`src/rtl/core/assert_macros.svh`:
```
// Assertion helpers for the RTL core
`ifndef ASSERT_MACROS_SVH
`define ASSERT_MACROS_SVH

// clocked check, off while reset is held
`define BFPU_ASSERT(lbl, prop, msg) \
    lbl: assert property (@(posedge i_clk) disable iff (!i_rst_n) prop) else $error(msg);

// clocked check, also live during reset
`define BFPU_ASSERT_ALWAYS(lbl, prop, msg) \
    lbl: assert property (@(posedge i_clk) prop) else $error(msg);

`endif

```
`src/rtl/core/bfpu_pkg.sv`:
```
package bfpu_pkg;

    localparam int STORE_BITS = 1024;
    localparam int ADDR_W     = $clog2(STORE_BITS);
    localparam int CNT_W      = $clog2(STORE_BITS + 1);

    localparam int OP_W       = 4;
    localparam int VALUE_W    = 64;
    localparam int START_W    = 10;
    localparam int WIDTH_W    = 7;
    localparam int NLEN_W     = 11;
    localparam int STATUS_W   = 2;

    localparam int POS_W      = (CNT_W > NLEN_W) ? CNT_W : NLEN_W;
    localparam int SUM_W      = POS_W + 1;

    localparam int IN_W       = OP_W + VALUE_W + START_W + WIDTH_W + NLEN_W;
    localparam int IN_BYTES_W = ((IN_W + 7) / 8) * 8;
    localparam int OUT_W      = VALUE_W + STATUS_W + CNT_W;
    localparam int OUT_BYTES_W = ((OUT_W + 7) / 8) * 8;

    typedef logic [OP_W-1:0]     t_op;
    typedef logic [STATUS_W-1:0] t_status;

    localparam t_op OP_CLEAR    = 4'd0;
    localparam t_op OP_APPEND_U = 4'd1;
    localparam t_op OP_APPEND_S = 4'd2;
    localparam t_op OP_GET_U    = 4'd3;
    localparam t_op OP_GET_S    = 4'd4;
    localparam t_op OP_GET_SM   = 4'd5;
    localparam t_op OP_INSERT   = 4'd6;
    localparam t_op OP_INVERT   = 4'd7;
    localparam t_op OP_SET_LEN  = 4'd8;

    localparam t_status ST_OK     = 2'd0;
    localparam t_status ST_BEYOND = 2'd1;
    localparam t_status ST_WIDE   = 2'd2;
    localparam t_status ST_FULL   = 2'd3;

    function automatic logic [VALUE_W-1:0] width_mask(input logic [WIDTH_W-1:0] w);
        logic [VALUE_W-1:0] m;
        if (w >= WIDTH_W'(VALUE_W)) begin
            m = '1;
        end else begin
            m = ~({VALUE_W{1'b1}} << w);
        end
        return m;
    endfunction

endpackage

```
`src/rtl/core/bit_field_pack_unpack_store_unit.sv`:
```
// Clear, invert, set length and rejected operations go from the check state straight to
// the output state; append and insert first write the field, gets first read it and then format it.
// One bit of the store is read or written per cycle through a single memory port.
// A new transaction is taken only once the last one is done: the input is taken again as
// soon as the result sits in the output register.
// Reset (synchronous, active low) empties the store; store contents are not cleared.
module bit_field_pack_unpack_store_unit (
    input  logic                                i_clk,
    input  logic                                i_rst_n,
    input  logic                                s_axis_tvalid,
    output logic                                s_axis_tready,
    // operation, value, start_bit, field_width, new_length
    input  logic [bfpu_pkg::IN_BYTES_W-1:0]     s_axis_tdata,
    output logic                                m_axis_tvalid,
    input  logic                                m_axis_tready,
    // data, status, stored_len, zero pad
    output logic [bfpu_pkg::OUT_BYTES_W-1:0]    m_axis_tdata
);

    `include "assert_macros.svh"

    localparam logic [2:0] S_IDLE  = 3'd0;
    localparam logic [2:0] S_CHECK = 3'd1;
    localparam logic [2:0] S_WRITE = 3'd2;
    localparam logic [2:0] S_READ  = 3'd3;
    localparam logic [2:0] S_FIN   = 3'd4;
    localparam logic [2:0] S_OUT   = 3'd5;

    localparam int VW = bfpu_pkg::VALUE_W;
    localparam int WW = bfpu_pkg::WIDTH_W;

    logic [2:0]                    r_state;
    logic [bfpu_pkg::CNT_W-1:0]    r_count;
    logic                          r_inv;
    logic                          r_o_vld;
    logic                          r_pend;
    logic [WW-1:0]                 r_cnt;

    bfpu_pkg::t_op                 r_op;
    logic [VW-1:0]                 r_value;
    logic [bfpu_pkg::START_W-1:0]  r_start;
    logic [WW-1:0]                 r_w;
    logic [bfpu_pkg::NLEN_W-1:0]   r_nlen;
    logic [bfpu_pkg::POS_W-1:0]    r_pos;
    logic [VW-1:0]                 r_acc;
    logic [VW-1:0]                 r_data;
    bfpu_pkg::t_status             r_status;
    logic                          r_rd_bit;
    logic [VW-1:0]                 r_o_data;
    bfpu_pkg::t_status             r_o_status;
    logic [bfpu_pkg::CNT_W-1:0]    r_o_count;

    logic                          mem [0:bfpu_pkg::STORE_BITS-1];

    logic                          accept;
    logic                          out_load;
    logic [VW-1:0]                 w_mask;
    logic [VW-1:0]                 w_mask_m1;
    logic [VW-1:0]                 hi_bits;
    logic                          wok;
    logic                          u_wide;
    logic                          s_wide;
    logic [bfpu_pkg::SUM_W-1:0]    get_end;
    logic [bfpu_pkg::SUM_W-1:0]    app_end;
    logic [bfpu_pkg::SUM_W-1:0]    count_ext;
    logic                          in_bounds;
    logic                          full;
    logic [bfpu_pkg::SUM_W-1:0]    addr_sum;
    logic [bfpu_pkg::ADDR_W-1:0]   mem_addr;
    logic                          wbit;
    logic                          issue;
    logic                          mem_we;
    logic                          sign;
    logic [VW-1:0]                 mag;
    logic [VW-1:0]                 fin_data;

    assign s_axis_tready = (r_state == S_IDLE);
    assign accept        = s_axis_tvalid && s_axis_tready;
    assign out_load      = (r_state == S_OUT) && (!r_o_vld || m_axis_tready);

    always_comb begin
        w_mask    = bfpu_pkg::width_mask(r_w);
        w_mask_m1 = bfpu_pkg::width_mask(r_w - WW'(1));
        wok       = (r_w != '0) && (r_w <= WW'(VW));
        u_wide    = |(r_value & ~w_mask);
        hi_bits   = r_value & ~w_mask_m1;
        s_wide    = (r_w != WW'(VW)) && (hi_bits != '0) && (hi_bits != ~w_mask_m1);
        count_ext = bfpu_pkg::SUM_W'(r_count);
        get_end   = bfpu_pkg::SUM_W'(r_start) + bfpu_pkg::SUM_W'(r_w);
        app_end   = count_ext + bfpu_pkg::SUM_W'(r_w);
        in_bounds = wok && (get_end <= count_ext);
        full      = app_end > bfpu_pkg::SUM_W'(bfpu_pkg::STORE_BITS);
        addr_sum  = bfpu_pkg::SUM_W'(r_pos) + bfpu_pkg::SUM_W'(r_cnt);
        mem_addr  = addr_sum[bfpu_pkg::ADDR_W-1:0];
        wbit      = r_value[6'(r_w - WW'(1) - r_cnt)] ^ r_inv;
        issue     = (r_state == S_READ) && (r_cnt < r_w);
        mem_we    = (r_state == S_WRITE);
        sign      = r_acc[6'(r_w - WW'(1))];
        mag       = r_acc & w_mask_m1;
        case (r_op)
            bfpu_pkg::OP_GET_S: begin
                fin_data = (sign && (r_w != WW'(VW))) ? (r_acc | ~w_mask) : r_acc;
            end
            bfpu_pkg::OP_GET_SM: begin
                fin_data = sign ? (VW'(0) - mag) : mag;
            end
            default: begin
                fin_data = r_acc;
            end
        endcase
    end

    // bit store, stored inverted when the invert flag is set
    always_ff @(posedge i_clk) begin
        if (mem_we) begin
            mem[mem_addr] <= wbit;
        end
        r_rd_bit <= mem[mem_addr];
    end

    always_ff @(posedge i_clk) begin
        if (!i_rst_n) begin
            r_state <= S_IDLE;
            r_count <= '0;
            r_inv   <= 1'b0;
            r_o_vld <= 1'b0;
            r_pend  <= 1'b0;
            r_cnt   <= '0;
        end else begin
            if (out_load) begin
                r_o_vld <= 1'b1;
            end else if (m_axis_tready) begin
                r_o_vld <= 1'b0;
            end
            r_pend <= issue;
            case (r_state)
                S_IDLE: begin
                    if (accept) begin
                        r_state <= S_CHECK;
                    end
                end
                S_CHECK: begin
                    r_cnt <= '0;
                    case (r_op)
                        bfpu_pkg::OP_CLEAR: begin
                            r_count <= '0;
                            r_state <= S_OUT;
                        end
                        bfpu_pkg::OP_APPEND_U, bfpu_pkg::OP_APPEND_S: begin
                            if (wok && !((r_op == bfpu_pkg::OP_APPEND_U) && u_wide)
                                    && !((r_op == bfpu_pkg::OP_APPEND_S) && s_wide)
                                    && !full) begin
                                r_count <= app_end[bfpu_pkg::CNT_W-1:0];
                                r_state <= S_WRITE;
                            end else begin
                                r_state <= S_OUT;
                            end
                        end
                        bfpu_pkg::OP_GET_U, bfpu_pkg::OP_GET_S, bfpu_pkg::OP_GET_SM: begin
                            r_state <= in_bounds ? S_READ : S_OUT;
                        end
                        bfpu_pkg::OP_INSERT: begin
                            r_state <= (in_bounds && !u_wide) ? S_WRITE : S_OUT;
                        end
                        bfpu_pkg::OP_INVERT: begin
                            r_inv   <= ~r_inv;
                            r_state <= S_OUT;
                        end
                        bfpu_pkg::OP_SET_LEN: begin
                            if (bfpu_pkg::SUM_W'(r_nlen) <= count_ext) begin
                                r_count <= r_nlen[bfpu_pkg::CNT_W-1:0];
                            end
                            r_state <= S_OUT;
                        end
                        default: begin
                            r_state <= S_OUT;
                        end
                    endcase
                end
                S_WRITE: begin
                    r_cnt <= r_cnt + WW'(1);
                    if (r_cnt == r_w - WW'(1)) begin
                        r_state <= S_OUT;
                    end
                end
                S_READ: begin
                    if (issue) begin
                        r_cnt <= r_cnt + WW'(1);
                    end else if (r_pend) begin
                        r_state <= S_FIN;
                    end
                end
                S_FIN: begin
                    r_state <= S_OUT;
                end
                S_OUT: begin
                    if (out_load) begin
                        r_state <= S_IDLE;
                    end
                end
                default: begin
                    r_state <= S_IDLE;
                end
            endcase
        end
    end

    always_ff @(posedge i_clk) begin
        if (accept) begin
            r_op    <= s_axis_tdata[3:0];
            r_value <= s_axis_tdata[67:4];
            r_start <= s_axis_tdata[77:68];
            r_w     <= s_axis_tdata[84:78];
            r_nlen  <= s_axis_tdata[95:85];
        end
        if (r_pend) begin
            r_acc <= {r_acc[VW-2:0], r_rd_bit ^ r_inv};
        end
        if (r_state == S_CHECK) begin
            r_acc  <= '0;
            r_data <= '0;
            case (r_op)
                bfpu_pkg::OP_APPEND_U, bfpu_pkg::OP_APPEND_S: begin
                    r_pos <= bfpu_pkg::POS_W'(r_count);
                    if (!wok || ((r_op == bfpu_pkg::OP_APPEND_U) && u_wide)
                            || ((r_op == bfpu_pkg::OP_APPEND_S) && s_wide)) begin
                        r_status <= bfpu_pkg::ST_WIDE;
                    end else if (full) begin
                        r_status <= bfpu_pkg::ST_FULL;
                    end else begin
                        r_status <= bfpu_pkg::ST_OK;
                    end
                end
                bfpu_pkg::OP_GET_U, bfpu_pkg::OP_GET_S, bfpu_pkg::OP_GET_SM: begin
                    r_pos    <= bfpu_pkg::POS_W'(r_start);
                    r_status <= in_bounds ? bfpu_pkg::ST_OK : bfpu_pkg::ST_BEYOND;
                end
                bfpu_pkg::OP_INSERT: begin
                    r_pos <= bfpu_pkg::POS_W'(r_start);
                    if (!in_bounds) begin
                        r_status <= wok ? bfpu_pkg::ST_BEYOND : bfpu_pkg::ST_WIDE;
                    end else if (u_wide) begin
                        r_status <= bfpu_pkg::ST_WIDE;
                    end else begin
                        r_status <= bfpu_pkg::ST_OK;
                    end
                end
                default: begin
                    r_status <= bfpu_pkg::ST_OK;
                end
            endcase
        end
        if (r_state == S_FIN) begin
            r_data <= fin_data;
        end
        if (out_load) begin
            r_o_data   <= r_data;
            r_o_status <= r_status;
            r_o_count  <= r_count;
        end
    end

    assign m_axis_tvalid = r_o_vld;
    assign m_axis_tdata  = {(bfpu_pkg::OUT_BYTES_W - bfpu_pkg::OUT_W)'(0),
                            r_o_count, r_o_status, r_o_data};

    `BFPU_ASSERT(a_count_cap, r_count <= bfpu_pkg::CNT_W'(bfpu_pkg::STORE_BITS), "bit count above capacity")
    `BFPU_ASSERT(a_read_len, (r_state == S_FIN) |-> (r_cnt == r_w), "field read ended early")
    `BFPU_ASSERT(a_out_src, $rose(r_o_vld) |-> ($past(r_state) == S_OUT), "result raised outside output step")

endmodule
```
`config.mk`:
```
export PLATFORM = sky130hd
export DESIGN_NAME = bit_field_pack_unpack_store_unit
export DESIGN_NICKNAME = d
export VERILOG_FILES = /design/src/rtl/core/bfpu_pkg.sv /design/src/rtl/core/bit_field_pack_unpack_store_unit.sv
export VERILOG_INCLUDE_DIRS = /design/src /design/src/rtl/core
export SDC_FILE = /design/constraint.sdc
export NUM_CORES = 2
export LEC_CHECK = 0
export ABC_AREA = 1
export BUFFER_PORTS_ARGS = -buffer_cell sky130_fd_sc_hd__buf_2
export CELL_PAD_IN_SITES_DETAIL_PLACEMENT = 0
export CELL_PAD_IN_SITES_GLOBAL_PLACEMENT = 1
export CORE_MARGIN = 3
export CORE_UTILIZATION = 45
export DETAILED_ROUTE_END_ITERATION = 10
export PLACE_DENSITY_LB_ADDON = 0.05
export SLEW_MARGIN = 20
export SYNTH_ARGS = -nofsm -noshare
export SYNTH_HDL_FRONTEND = slang
export SYNTH_SLANG_ARGS = --single-unit
```
`constraint.sdc`:
```
create_clock -name i_clk -period 43 [get_ports i_clk]
set_clock_uncertainty 0.1 [all_clocks]
set_input_delay 8.6 -clock i_clk [delete_from_list [all_inputs] [get_ports i_clk]]
set_output_delay 8.6 -clock i_clk [all_outputs]
set_load 0.02 [all_outputs]
```
# Word level (Yosys, flattened, before mapping)
# Memories as Yosys holds them, arrays and structs flattened. A register that Yosys moved wholly into a read port is not among the register bits.
# Index checks and enable logic that the tools add are counted.
dict set report word_totals {
  memories 1
  register_bits 337
  input_bits 100
  ramBits 1024
  output_inout_bits 82
}
# memory words word_bits read_ports rd_ports_with_merged_regs write_ports line
set memory_table {}
lappend memory_table {mem 1024 1 1 1 1 bit_field_pack_unpack_store_unit.sv:53} ;# logic mem [0:bfpu_pkg::STORE_BITS-1];
dict set report op_classes {
  n_eq_ne 24
  n_lt_le_gt_ge 9
  muxes 38
  reduce_logical 41
  shift 2
  n_bitwise 11
  add_sub_neg 7
}
# cell count
set ops {}
lappend ops {{64-bit two-way mux} 6}
lappend ops {{64-bit NOT} 4}
lappend ops {{64-bit AND} 3}
lappend ops {{64-bit case mux with 2 select lines} 1}
lappend ops {{64-bit by 7-bit left shift with 64-bit output, first input constant} 2}
lappend ops {{64-bit inequality test} 1}
lappend ops {{64-bit bitwise OR} 1}
lappend ops {{64-bit nonzero test} 1}
lappend ops {{64-bit OR reduction} 1}
lappend ops {{1-bit by 64-bit subtractor with 64-bit output, first input constant} 1}
lappend ops {{11-bit case mux with 3 select lines} 1}
lappend ops {{3-bit two-way mux} 8}
lappend ops {{11-bit less-or-equal comparator} 2}
lappend ops {{11-bit two-way mux} 2}
lappend ops {{7-bit case mux with 3 select lines} 1}
lappend ops {{10-bit case mux with 2 select lines} 1}
lappend ops {{3-bit case mux with 6 select lines} 1}
lappend ops {{4-bit by 3-bit == test with 1-bit output, second input constant} 4}
lappend ops {{7-bit >= comparator, second input constant} 2}
lappend ops {{1-bit logical AND} 14}
lappend ops {{6-bit by 7-bit < comparator with 1-bit output, second input constant} 2}
lappend ops {{11-bit by 7-bit adder with 12-bit output} 1}
lappend ops {{1-bit binary-select mux with 6-bit select} 2}
lappend ops {{12-bit by 11-bit greater-than comparator with 1-bit output, second input constant} 1}
lappend ops {{other kinds (37)} 69}

# Depth between registers and ports, before layout
dict set report depth {
  word_depth 16
  mapped_depth 29
  ltp_nobuf 26
}

# Worst setup path before layout
# Ideal clock, no wire load.
dict set report synth_timing {
  path_kind {reg2reg}
  start {reg r_w[0]}
  end {mem mem[0], data pin}
  arrival_time_ns 29.245
  slack_ns 8.171
  period_less_slack_ns 34.829
  t_required_ns 37.417
  stages_incl_launch_ff 17
  setup_time_ns 5.483
  cell_sequence {edfxtp_1 > buf_6 > inv_2 > buf_6 > buf_2 > ha_1 > inv_1 > ha_1 > ha_1 > xnor2_1 > clkbuf_1 > nand2_1 > o21ai_0 > nor2_1 > o221ai_1 > o21ai_0 > xor2_1}
}
dict set report synth_between {
  elab_chain_cells 5
}
# element line
set synth_rtl {}
lappend synth_rtl {{start, declared} bit_field_pack_unpack_store_unit.sv:42} ;# logic [WW-1:0] r_w;
lappend synth_rtl {{start signal, assigned} bit_field_pack_unpack_store_unit.sv:213} ;# r_w <= s_axis_tdata[84:78];
lappend synth_rtl {{7-bit by 1-bit subtractor with 7-bit output} -}
lappend synth_rtl {{6-bit subtractor} bit_field_pack_unpack_store_unit.sv:95} ;# wbit = r_value[6'(r_w - WW'(1) - r_cnt)] ^ r_inv;
lappend synth_rtl {{1-bit binary-select mux with 6-bit select} bit_field_pack_unpack_store_unit.sv:95}
lappend synth_rtl {{1-bit two-way mux (not written as such)} bit_field_pack_unpack_store_unit.sv:95}
lappend synth_rtl {{1-bit bitwise XOR} bit_field_pack_unpack_store_unit.sv:95}
lappend synth_rtl {{net wbit} bit_field_pack_unpack_store_unit.sv:70} ;# logic wbit;
lappend synth_rtl {{end, declared} bit_field_pack_unpack_store_unit.sv:53}
# The timed path passes the listed nets, and every way through them passes these cells. The select of a mux whose other input is x is not followed.

# Final worst setup path
dict set report layout_timing {
  start {reg r_state[0]}
  end {out s_axis_tready}
}
dict set report layout_between {
  elab_chain_cells 1
}
# element line
set layout_rtl {}
lappend layout_rtl {{start, declared} bit_field_pack_unpack_store_unit.sv:32} ;# logic [2:0] r_state;
lappend layout_rtl {{start signal, assigned} bit_field_pack_unpack_store_unit.sv:160} ;# r_state <= in_bounds ? S_READ : S_OUT;
lappend layout_rtl {{start signal, assigned} bit_field_pack_unpack_store_unit.sv:163} ;# r_state <= (in_bounds && !u_wide) ? S_WRITE : S_OUT;
lappend layout_rtl {{3-bit zero test} bit_field_pack_unpack_store_unit.sv:77} ;# assign s_axis_tready = (r_state == S_IDLE);
lappend layout_rtl {{end, declared} bit_field_pack_unpack_store_unit.sv:11} ;# output logic s_axis_tready,
# No other way between the ends.

==> summary.txt <==
STA
  • TNS Setup: 0 ns
  • Final hold vios: 0
  • Minimum clock period: roughly 10 ns
  • Relative slew slack: about 17%
  • Fin crit share: 24.1%
  • Max Clk Rate: just under 100 MHz
  • RSZ-0062 raised after global routing: no
  • Max-slew violation count: 0
  • Hold Slack: ~0.32 ns
  • Worst-Margin Slew: approximately 1.2 ns
  • Setup-failing EPs final: 0

Job
  • Max_cap viols: 0

Global route
  • GRT Max-Usage Layer: met2
  • Largest net degree at the start of global routing: roughly 250
  • Vias in the first global route: 46.4k
  • First-pass GRT wire length: approximately 320000 µm
  • GRT met2 Usage: 49.1%
  • Met1 Usage GRT: slightly below 40%
  • Gr usage total: 29.7%
  • Met3 Use GR: between 3 and 4%
  • Initial antenna violation count: 3
  • GRT Residual Overflow: 0

Critical path
  • Slowest CP cell: dfxtp_1
  • WP buf/inv: 2
  • CP max FO: 7
  • Cell family with most CP delay: flip-flops
  • Most used cell, CP: nor2_1
  • Max incr delay on CP: 0.36 ns
  • Crit path kind: reg2out
  • RR Startpoint: r_w[0]
  • CP Cell Sequence: nor2_1 > inv_1 > nor2_1 > buf_2
  • Critical path data arrival time: roughly 1.7 ns
  • Worst Path Required: 34.30 ns
  • CP startpoint kind: flop
  • Reg2Reg Depth: 16
  • Reg2reg end: mem[586]
  • Worst reg2reg setup slack: roughly 34 ns
  • Crit. End Element: output pin

Clock network
  • Max Buffers Root-to-Sink: 3
  • CTS tree: built
  • Clk root buf: clkbuf_16
  • H-tree levels: 4
  • Worst skew pair latency: about 0.78 ns
  • Clock tree sinks: roughly 1.4k
  • Post-CTS Setup Bufs: 0
  • TritonCTS Buffers: 149
  • CTS-repair resized insts: 0
  • Clock-pin slew on the worst setup and hold paths: roughly 0.06 ns
  • Post-CTS Hold Buffers: 0

Die
  • Die height: roughly 380 µm
  • Core ar.: 141000 µm²
  • Initial Util: a little under half
  • Rows: roughly 140
  • Die Area: roughly 150000 µm²
  • Die width: approximately 380 µm
  • IO Pins: 182

Place
  • Placed standard-cell area: 66500 µm²
  • Post-DP HPWL: approximately 130000 µm
  • Final GP Congestion: between 0.9 and 1
  • Port bufs: between 150 and 200

Power
  • Maximum vdd ir drop: approximately 0.055 mV
  • Static Leakage: about 25 nW
  • PD cells: between 50 and 60 nW/µm²

Routing
  • Vias per cell: around 5.8
  • Wire per inst: between 20 and 30 µm
  • DR iter-0 viols: between 5k and 6k
  • Vias post-DR: ~49k
  • DRT antenna net count: 0
  • DRT Pass-1 Iters: 7
  • Drc violations: 0
  • Final wirelength: around 220000 µm

Layout
  • Filler cells: between 10k and 15k
  • Area of the multi-input gates: 21100 µm²
  • Final Instance Area: 71400 µm²
  • Fraction of final layout cells with drive strength greater than 1: around a tenth
  • # nets final: roughly 6.6k
  • Area grow syn2layout: 11.2%
  • Register area: around 40000 µm²

Yosys
  • Post-synth top cells: edfxtp_1, nor2_1, nand2_1, inv_1, clkbuf_1
  • Flops & latches, synth: roughly 1.4k
  • Mapped Cells: 6436
  • Yosys warns: 0
  • Synth area leaders: edfxtp_1, nor2_1, nand2_1, dfxtp_1, a22oi_1
  • Number of synthesized flops with an enable pin: roughly 1.3k
  • Most instantiated library cell after synthesis: edfxtp_1
  • Mapped cell area: about 64000 µm²
  • Netlist cell types: between 60 and 70
  • Biggest area consumer among synthesized cells: edfxtp_1
  • Mapped Avg Cell Area: 9.98 µm²
  • Ys async rst share: 0%
  • Post-synth top area share: 59.5%
  • Post-synthesis sequential area ratio: 62.3%
  • Most used DFF post-synth: edfxtp_1

Min path
  • Hold endpoint: r_o_data[7]
  • Hold path depth: 0
  • Hold Path Origin: r_data[7]
  • Hold WC Path Type: reg2reg

Outcome
  • Status: finished clean
==> layer usage <==
metal,wire (µm),vias to the layer above,share of wire [%]
met2,106000,1960,48
li1,-,22400,-
met3,14800,427,6.7
met1,91400,24300,41
met5,0,-,0
met4,9450,0,4.3
==> worst max path at each step <==
stage                   from       endpoint  slack [ns]  depth (start not counted)
6_report          r_state[0]  s_axis_tready       32.65                          4
5_1_grt           r_state[0]  s_axis_tready       32.56                          4
4_1_cts           r_state[0]  s_axis_tready       32.60                          4
3_5_place_dp   s_axis_tvalid    r_value[51]       32.45                          5
3_3_place_gp   s_axis_tvalid    r_value[49]       32.51                          5
2_1_floorplan         r_w[0]         mem[0]        8.17                         16
==> cell families after synthesis <==
group	Yosys count	synth area share, %
simple gates	3019	19.4
flops	1362	62.3
compound gates	1070	10.7
buf+inv	856	5.31
fa+ha+maj	67	1.35
xor+xnor	47	0.641
mux	14	0.244
other cells	1	0.00584
==> layout make-up <==
| class | instances | share of cell area, % |
|---|---|---|
| flip-flops and latches | 1362 | 56.0 |
| multi-input cells | 4220 | 29.5 |
| clock buffers | 194 | 5.66 |
| well taps | 1876 | 3.29 |
| repair buffers | 268 | 2.26 |
| inverters | 403 | 2.16 |
| clock inverters | 81 | 1.09 |
| diodes | 1 | 0.00350 |
==> registers in the layout (all words and copies together) (netlist names) <==
register       count
r_pend             1
r_status           2
r_value           64
r_cnt              7
r_state            3
r_nlen            11
r_o_count         11
r_op               4
r_o_data          64
r_inv              1
r_pos             10
r_start           10
r_acc             64
r_o_status         2
r_rd_bit           1
r_w                7
m_axis_tvalid      1
mem             1024
r_data            64
r_count           11
==> cell usage in the layout, fill, tap and decap left out, types with 21 or more instances in the layout <==
| master | instances |
|---|---|
| nor2_1 | 1246 |
| nor3_1 | 67 |
| clkbuf_16 | 155 |
| buf_2 | 178 |
| ha_1 | 62 |
| a22oi_1 | 219 |
| edfxtp_1 | 1273 |
| nand2_4 | 21 |
| clkinv_2 | 30 |
| nand4_1 | 115 |
| a21oi_1 | 247 |
| a221oi_1 | 90 |
| o22ai_1 | 56 |
| a22o_1 | 57 |
| dfxtp_1 | 88 |
| nand2_2 | 80 |
| o21ai_0 | 263 |
| clkinv_1 | 35 |
| nand3_1 | 269 |
| clkbuf_1 | 37 |
| nand2_1 | 1142 |
| xor2_1 | 30 |
| inv_1 | 376 |
| buf_4 | 84 |
==> power breakdown <==
group	switching (W)	total, W	internal, W
registers	0.0000189	0.00180	0.00178
logic	0.000693	0.000872	0.000179
clock network	0.000541	0.00126	0.000723
==> per-stage QoR <==
stage                     setup slack (ns)  std cells  total power [W]  utilization, %
after global routing                 32.56       8404          0.00408            50.8
after global placement               32.51       8129          0.00268            47.3
after detailed placement             32.45       8129          0.00269            47.3
final                                32.65       8405          0.00393            50.8
after floorplan                       8.17       6438          0.00283               -
after CTS                            32.60       8404          0.00395            50.8
Power figures use the tool's default switching activity.
